[src/hdl/sida_pkg.sv]
// shared types and constants for the signed integer to decimal text converter
package sida_pkg;

  localparam int unsigned DIGIT_W = 4;
  localparam int unsigned CHAR_W  = 6;

  // ascii codes, low six bits
  localparam logic [CHAR_W-1:0] ASCII_ZERO  = 6'd48;
  localparam logic [CHAR_W-1:0] ASCII_MINUS = 6'd45;

  // bcd digit threshold and correction for the shift and add-3 step
  localparam logic [DIGIT_W-1:0] BCD_ADJ_MIN = 4'd5;
  localparam logic [DIGIT_W-1:0] BCD_ADJ_ADD = 4'd3;

  typedef enum logic [2:0] {
    ST_IDLE,
    ST_CONV,
    ST_SKIP,
    ST_SIGN,
    ST_EMIT
  } sida_state_e;

endpackage

[src/hdl/signed_int_to_decimal_ascii.sv]
// top level: signed integer to decimal ascii text, one character per transaction
//
// input channel: in_valid_i / in_ready_o carry one two's complement value_i.
// output channel: out_valid_o / out_ready_i carry one ascii character per
// transaction, most significant first, a leading '-' for negative values and
// last_char_o set on the final digit. zero gives "0"; no leading zeros.
// in_ready_o is high only while the sequencer is idle; a new value may be
// taken while the final character still sits in the output register.
// per value: the accept, the conversion through the shared shift and add-3 unit
// with four magnitude bits folded in at a time, the suppressed leading zeros
// dropped until the leading digit is found, then one character sent per cycle
// while the receiver takes them.
// a stalled receiver holds the output register and the sequencer waits.
// reset empties the output register and returns the sequencer to idle.
module signed_int_to_decimal_ascii #(
  parameter int unsigned VALUE_BITS = 32,
  parameter int unsigned MAX_DIGITS = 10
) (
  input  logic                          clk_i,
  input  logic                          rst_ni,
  input  logic                          in_valid_i,
  output logic                          in_ready_o,
  input  logic signed [VALUE_BITS-1:0]  value_i,
  output logic                          out_valid_o,
  input  logic                          out_ready_i,
  output logic [sida_pkg::CHAR_W-1:0]   text_char_o,
  output logic                          last_char_o
);
  import sida_pkg::*;

  // magnitude padded to whole nibbles, four bits folded in per cycle
  localparam int unsigned STEPS    = (VALUE_BITS + DIGIT_W - 1) / DIGIT_W;
  localparam int unsigned PAD_BITS = STEPS * DIGIT_W;
  localparam int unsigned CNT_W    = (STEPS > 1) ? $clog2(STEPS) : 1;
  localparam int unsigned BCD_W    = MAX_DIGITS * DIGIT_W;
  localparam int unsigned DIG_W    = $clog2(MAX_DIGITS + 1);

  sida_state_e state_q, state_d;

  logic [PAD_BITS-1:0] mag_q, mag_d;
  logic [BCD_W-1:0]    bcd_q, bcd_d, bcd_step;
  logic [CNT_W-1:0]    cnt_q, cnt_d;
  logic [DIG_W-1:0]    rem_q, rem_d;
  logic                neg_q, neg_d;

  logic                out_valid_q, out_valid_d;
  logic [CHAR_W-1:0]   text_char_q, text_char_d;
  logic                last_char_q, last_char_d;

  logic                in_accept;
  logic                slot_free;
  logic [DIGIT_W-1:0]  top_digit;
  logic                last_digit;
  logic [VALUE_BITS-1:0] mag_in;

  assign in_ready_o = (state_q == ST_IDLE);
  assign in_accept  = in_valid_i && in_ready_o;
  // output register is free when empty or being drained this cycle
  assign slot_free  = !out_valid_q || out_ready_i;
  assign top_digit  = bcd_q[BCD_W-1 -: DIGIT_W];
  assign last_digit = (rem_q == DIG_W'(1));

  // unsigned magnitude, correct for the most negative value too
  assign mag_in = value_i[VALUE_BITS-1] ? (~value_i + VALUE_BITS'(1)) : value_i;

  sida_bcd_step #(
    .NUM_DIGITS (MAX_DIGITS)
  ) u_bcd_step (
    .bcd_i    (bcd_q),
    .nibble_i (mag_q[PAD_BITS-1 -: DIGIT_W]),
    .bcd_o    (bcd_step)
  );

  // next state
  always_comb begin
    state_d = state_q;
    unique case (state_q)
      ST_IDLE: begin
        if (in_accept) state_d = ST_CONV;
      end
      ST_CONV: begin
        if (cnt_q == '0) state_d = ST_SKIP;
      end
      ST_SKIP: begin
        // stop at the first non-zero digit, always keep one digit
        if (last_digit || (top_digit != '0)) begin
          state_d = neg_q ? ST_SIGN : ST_EMIT;
        end
      end
      ST_SIGN: begin
        if (slot_free) state_d = ST_EMIT;
      end
      ST_EMIT: begin
        if (slot_free && last_digit) state_d = ST_IDLE;
      end
      default: state_d = ST_IDLE;
    endcase
  end

  // datapath and output register loads
  always_comb begin
    mag_d       = mag_q;
    bcd_d       = bcd_q;
    cnt_d       = cnt_q;
    rem_d       = rem_q;
    neg_d       = neg_q;
    text_char_d = text_char_q;
    last_char_d = last_char_q;
    out_valid_d = out_valid_q && !out_ready_i;
    unique case (state_q)
      ST_IDLE: begin
        if (in_accept) begin
          mag_d = PAD_BITS'(mag_in);
          bcd_d = '0;
          cnt_d = CNT_W'(STEPS - 1);
          rem_d = DIG_W'(MAX_DIGITS);
          neg_d = value_i[VALUE_BITS-1];
        end
      end
      ST_CONV: begin
        bcd_d = bcd_step;
        mag_d = mag_q << DIGIT_W;
        cnt_d = cnt_q - CNT_W'(1);
      end
      ST_SKIP: begin
        if (!last_digit && (top_digit == '0)) begin
          bcd_d = bcd_q << DIGIT_W;
          rem_d = rem_q - DIG_W'(1);
        end
      end
      ST_SIGN: begin
        if (slot_free) begin
          out_valid_d = 1'b1;
          text_char_d = ASCII_MINUS;
          last_char_d = 1'b0;
        end
      end
      ST_EMIT: begin
        if (slot_free) begin
          out_valid_d = 1'b1;
          text_char_d = ASCII_ZERO + CHAR_W'(top_digit);
          last_char_d = last_digit;
          bcd_d       = bcd_q << DIGIT_W;
          rem_d       = rem_q - DIG_W'(1);
        end
      end
      default: ;
    endcase
  end

  // control state
  always_ff @(posedge clk_i or negedge rst_ni) begin
    if (!rst_ni) begin
      state_q     <= ST_IDLE;
      out_valid_q <= 1'b0;
    end else begin
      state_q     <= state_d;
      out_valid_q <= out_valid_d;
    end
  end

  // payload and working registers, no reset needed
  always_ff @(posedge clk_i) begin
    mag_q       <= mag_d;
    bcd_q       <= bcd_d;
    cnt_q       <= cnt_d;
    rem_q       <= rem_d;
    neg_q       <= neg_d;
    text_char_q <= text_char_d;
    last_char_q <= last_char_d;
  end

  assign out_valid_o = out_valid_q;
  assign text_char_o = text_char_q;
  assign last_char_o = last_char_q;

`ifndef SYNTHESIS
  // the final character of a number is always a digit
  a_last_is_digit: assert property (@(posedge clk_i) disable iff (!rst_ni)
    out_valid_o && last_char_o |-> text_char_o != ASCII_MINUS)
    else $error("last character is a minus sign");

  // the digit counter never runs out while digits are still being sent
  a_rem_nonzero: assert property (@(posedge clk_i) disable iff (!rst_ni)
    (state_q == ST_EMIT || state_q == ST_SKIP) |-> rem_q != '0)
    else $error("digit counter empty while emitting");

  // every character shown is a minus sign or a decimal digit
  a_char_range: assert property (@(posedge clk_i) disable iff (!rst_ni)
    out_valid_o |-> text_char_o == ASCII_MINUS ||
                    (text_char_o >= ASCII_ZERO && text_char_o <= ASCII_ZERO + CHAR_W'(9)))
    else $error("character outside the decimal set");

  // a newly taken value keeps the sequencer busy on the next cycle
  a_busy_after_accept: assert property (@(posedge clk_i) disable iff (!rst_ni)
    in_valid_i && in_ready_o |=> !in_ready_o)
    else $error("ready stayed high after a transaction");
`endif

endmodule

[src/hdl/sida_bcd_step.sv]
// shift and add-3 unit: folds four magnitude bits into a packed bcd word
module sida_bcd_step #(
  parameter int unsigned NUM_DIGITS = 10
) (
  input  logic [NUM_DIGITS*sida_pkg::DIGIT_W-1:0] bcd_i,
  input  logic [sida_pkg::DIGIT_W-1:0]            nibble_i,
  output logic [NUM_DIGITS*sida_pkg::DIGIT_W-1:0] bcd_o
);
  import sida_pkg::*;

  localparam int unsigned BCD_W = NUM_DIGITS * DIGIT_W;

  always_comb begin
    logic [BCD_W-1:0] acc;
    acc = bcd_i;
    // one bit at a time, most significant bit of the nibble first
    for (int b = DIGIT_W - 1; b >= 0; b--) begin
      for (int d = 0; d < NUM_DIGITS; d++) begin
        if (acc[d*DIGIT_W +: DIGIT_W] >= BCD_ADJ_MIN) begin
          acc[d*DIGIT_W +: DIGIT_W] = acc[d*DIGIT_W +: DIGIT_W] + BCD_ADJ_ADD;
        end
      end
      // carry out of the top digit is dropped: keeps the value modulo 10^digits
      acc = {acc[BCD_W-2:0], nibble_i[b]};
    end
    bcd_o = acc;
  end

endmodule

[config.mk]
export PLATFORM = sky130hd
export DESIGN_NAME = signed_int_to_decimal_ascii
export DESIGN_NICKNAME = d
export VERILOG_FILES = /design/src/hdl/sida_pkg.sv /design/src/hdl/signed_int_to_decimal_ascii.sv /design/src/hdl/sida_bcd_step.sv
export SDC_FILE = /design/constraint.sdc
export NUM_CORES = 1
export LEC_CHECK = 0
export BUFFER_PORTS_ARGS = -buffer_cell sky130_fd_sc_hd__buf_4
export CORE_AREA = 2 2 170 172
export DETAILED_ROUTE_END_ITERATION = 8
export DIE_AREA = 0 0 172 174
export PLACE_DENSITY = 0.53
export SLEW_MARGIN = 20
export SYNTH_ARGS = -nofsm -noshare
export SYNTH_HDL_FRONTEND = slang
export SYNTH_HIERARCHICAL = 1
export SYNTH_SLANG_ARGS = --single-unit
export TNS_END_PERCENT = 10
[constraint.sdc]
create_clock -name clk_i -period 9.86 [get_ports clk_i]
set_input_delay 0.493 -clock clk_i [delete_from_list [all_inputs] [get_ports clk_i]]
set_output_delay 0.493 -clock clk_i [all_outputs]
set_load 0.005 [all_outputs]
==> metrics.csv <==
stage;metric;value;unit
route;wl;22400;um
floorplan;top_level_ports;45;
place;port_buffers;43;
sta;fin_tns_setup;0;ps
worst_setup_path;arrival;4770;ps
clock_tree;cts_resized;0;
worst_hold_path;worstHoldPathType;in2async;
place;dp_hpwl;16200;um
route;drc;0;
clock_tree;cts_tree;yes;
sta;slew_headroom;28.3;%
route;num_vias;8736;
layout;final_cells;1560;
global_routing;antenna_found_initial;0;
floorplan;num_rows;62;
synth;yosysSeqAreaShare;27.6;%
worst_setup_path;cp-endpoint;bcd_q[18];
worst_setup_path;worstPathMaxFanout;13;
sta;min_period_over_period;47.3;%
synth;synth_edf_count;86;
global_routing;grt_max_degree;82;
clock_tree;htree_levels;3;
sta;fmax;0.215;GHz
place;dp_cells;1543;
synth;async_flop_share;4.44;%
synth;yosysMostFrequentCell;nand2_1;
worst_setup_path;cp-startpoint;bcd_q[12];
clock_tree;clk_pin_slew;80;ps
clock_tree;hold_buffers;1;
floorplan;core;28200;sq um
floorplan;die_h;174;um
synth;synth_cell_types;96;
worst_setup_path;cp.required;9970;ps
worst_setup_path;critPathLaunchType;flip-flop;
sta;final_hold_viol_count;0;
synth;syn-num-nets;1242;
route;routed_via_density;5.60;
sta;hold_slack;460;ps
floorplan;die-width;172;um
clock_tree;clockBufferDepth;2;
route;drtPass1Iterations;5;
route;routedWlPerCell;14.4;um
floorplan;dieArea;29900;sq um
global_routing;overflow;0;
sta;final_max_slew_viol_count;0;
clock_tree;clk_latency;360;ps
synth;yosysTopAreaCell;edfxtp_1;
route;first_iter_violations;798;
clock_tree;post_cts_buffers;0;
outcome;status;complete, no violations;
sta;finalSetupViolCount;0;
worst_setup_path;r2r_slack;5200;ps
sta;rsz0062_at_grt;false;
clock_tree;clkSinkCount;90;
synth;synth_area_leaders;edfxtp_1, ha_1, nand2_1;
synth;syn_area;9740;sq um
global_routing;grt_pass1_wl;38100;um
global_routing;grt_pass1_vias;7988;
synth;synth-main-ff-cell;edfxtp_1;
layout;diodes;0;
place;gp_congestion;0.807;
worst_setup_path;reg2reg_to;bcd_q[18];
sta;fin_skew;13.8;ps
layout;nFillCells;2914;
layout;syn_to_final_growth;9.56;%
sta;min_period;4660;ps
clock_tree;cts_inserted_buffers;9;
synth;synth-seq-cells;90;
layout;nets;1244;
worst_setup_path;reg2reg_from;bcd_q[12];
clock_tree;cts-root-buf;clkbuf_16;
synth;yosys-top-cells-count;nand2_1, nor2_1, edfxtp_1;
job;drv_cap;0;
synth;yosys_warnings;6;
worst_setup_path;r2r_cells;14;
floorplan;start_util;34.5;%
worst_setup_path;cp-end-kind;flip-flop;
worst_setup_path;critical_path_class;reg2reg;
layout;drive_above_1_share;12.2;%
synth;avgSynthCellArea;8.33;sq um
global_routing;grt_use_total;15.0;%
sta;tightest_slew;1070;ps
route;postRouteAntennaNets;0;
synth;synth_top_area_share;26.5;%
synth;synthCells;1169;
## flip-flops by register name (all words and copies together) (netlist names)
name,flops
bcd_q,40
cnt_q,3
last_char_o,1
mag_q,32
neg_q,1
out_valid_o,1
rem_q,4
state_q,3
text_char_o,5
## worst min-delay path by stage
stage	startpoint	end	slack, ps	cells past startpoint
after floorplan	rst_ni	out_valid_o	200	0
after global placement	rst_ni	out_valid_o	290	1
after global routing	rst_ni	out_valid_o	470	2
after detailed placement	rst_ni	out_valid_o	300	1
final	rst_ni	state_q[0]	460	2
after CTS	rst_ni	out_valid_o	440	2
## layer usage
metal / vias up / part of all wire [%] / track usage (%)
met5: - / 0 / 0
met4: 0 / 1.3 / 3.89
met3: 22 / 2.6 / 1.62
met2: 153 / 46 / 23.8
met1: 4109 / 50 / 21.5
li1: 4452 / - / -
## per-stage QoR
| step | setup slack, ps | area (sq um) | util (%) |
|---|---|---|---|
| global placement | 5450 | 10400 | 36.7 |
| floorplan | 5920 | 9740 | - |
| global route | 4680 | 10700 | 37.8 |
| CTS | 5270 | 10700 | 37.8 |
| detailed placement | 5290 | 10400 | 36.7 |
| finish | 5200 | 10700 | 37.8 |
## layout make-up
type / instances / area [sq um] / area share (%)
Multi-Input combinational cell: 970 / 6640 / 62.3
Inverter: 51 / 194 / 1.82
Clock inverter: 7 / 71.3 / 0.669
Timing Repair Buffer: 49 / 370 / 3.47
Tap cell: 384 / 480 / 4.50
Sequential cell: 90 / 2680 / 25.1
Clock buffer: 9 / 225 / 2.11
## cells in the final DEF (no fill, tap or decap), types with 7 or more instances in the layout
| cell type | instances |
|---|---|
| o22ai_1 | 13 |
| o21ai_1 | 20 |
| and2_1 | 11 |
| a21o_1 | 7 |
| xnor2_1 | 25 |
| and3_1 | 8 |
| mux2i_1 | 29 |
| nor4_1 | 9 |
| o21a_1 | 8 |
| o211ai_1 | 14 |
| edfxtp_1 | 86 |
| nor3b_1 | 12 |
| or3_1 | 14 |
| a22o_1 | 42 |
| o21ai_0 | 78 |
| a21oi_2 | 11 |
| o31ai_1 | 17 |
| a211oi_1 | 17 |
| inv_1 | 46 |
| mux2_2 | 12 |
| nand2b_1 | 20 |
| xor2_1 | 33 |
| nand2_1 | 115 |
| a21oi_1 | 79 |
| nor2_1 | 94 |
| a31oi_1 | 13 |
| ha_1 | 37 |
| nor3_1 | 31 |
| nor2b_1 | 10 |
| buf_4 | 48 |
| clkbuf_16 | 9 |
| nand4_1 | 11 |
| or2_2 | 7 |
| nand3_1 | 28 |
## cell families after synthesis
logic type	synth area share, %
flops	27.6
fa+ha+maj	5.37
other cells	0.0385
mux	5.14
compound gates	30.0
buf+inv	4.46
xor+xnor	6.78
simple gates	20.6
## worst max-delay path, stage by stage, from the launching register on
cell and delay, ps:
edfxtp_1 450, inv_1 100, ha_1 240, nand2b_1 120
a21oi_2 90, xnor2_1 730, a21oi_1 280, xnor2_2 400
inv_2 200, ha_1 240, a221oi_1 680, nor3_1 100
a2111oi_0 450, nand2_1 110, a22o_1 220
Power is left out: the tool's default activity adds up to more than one toggle a clock period on the data nets, which glitch-free logic cannot reach.
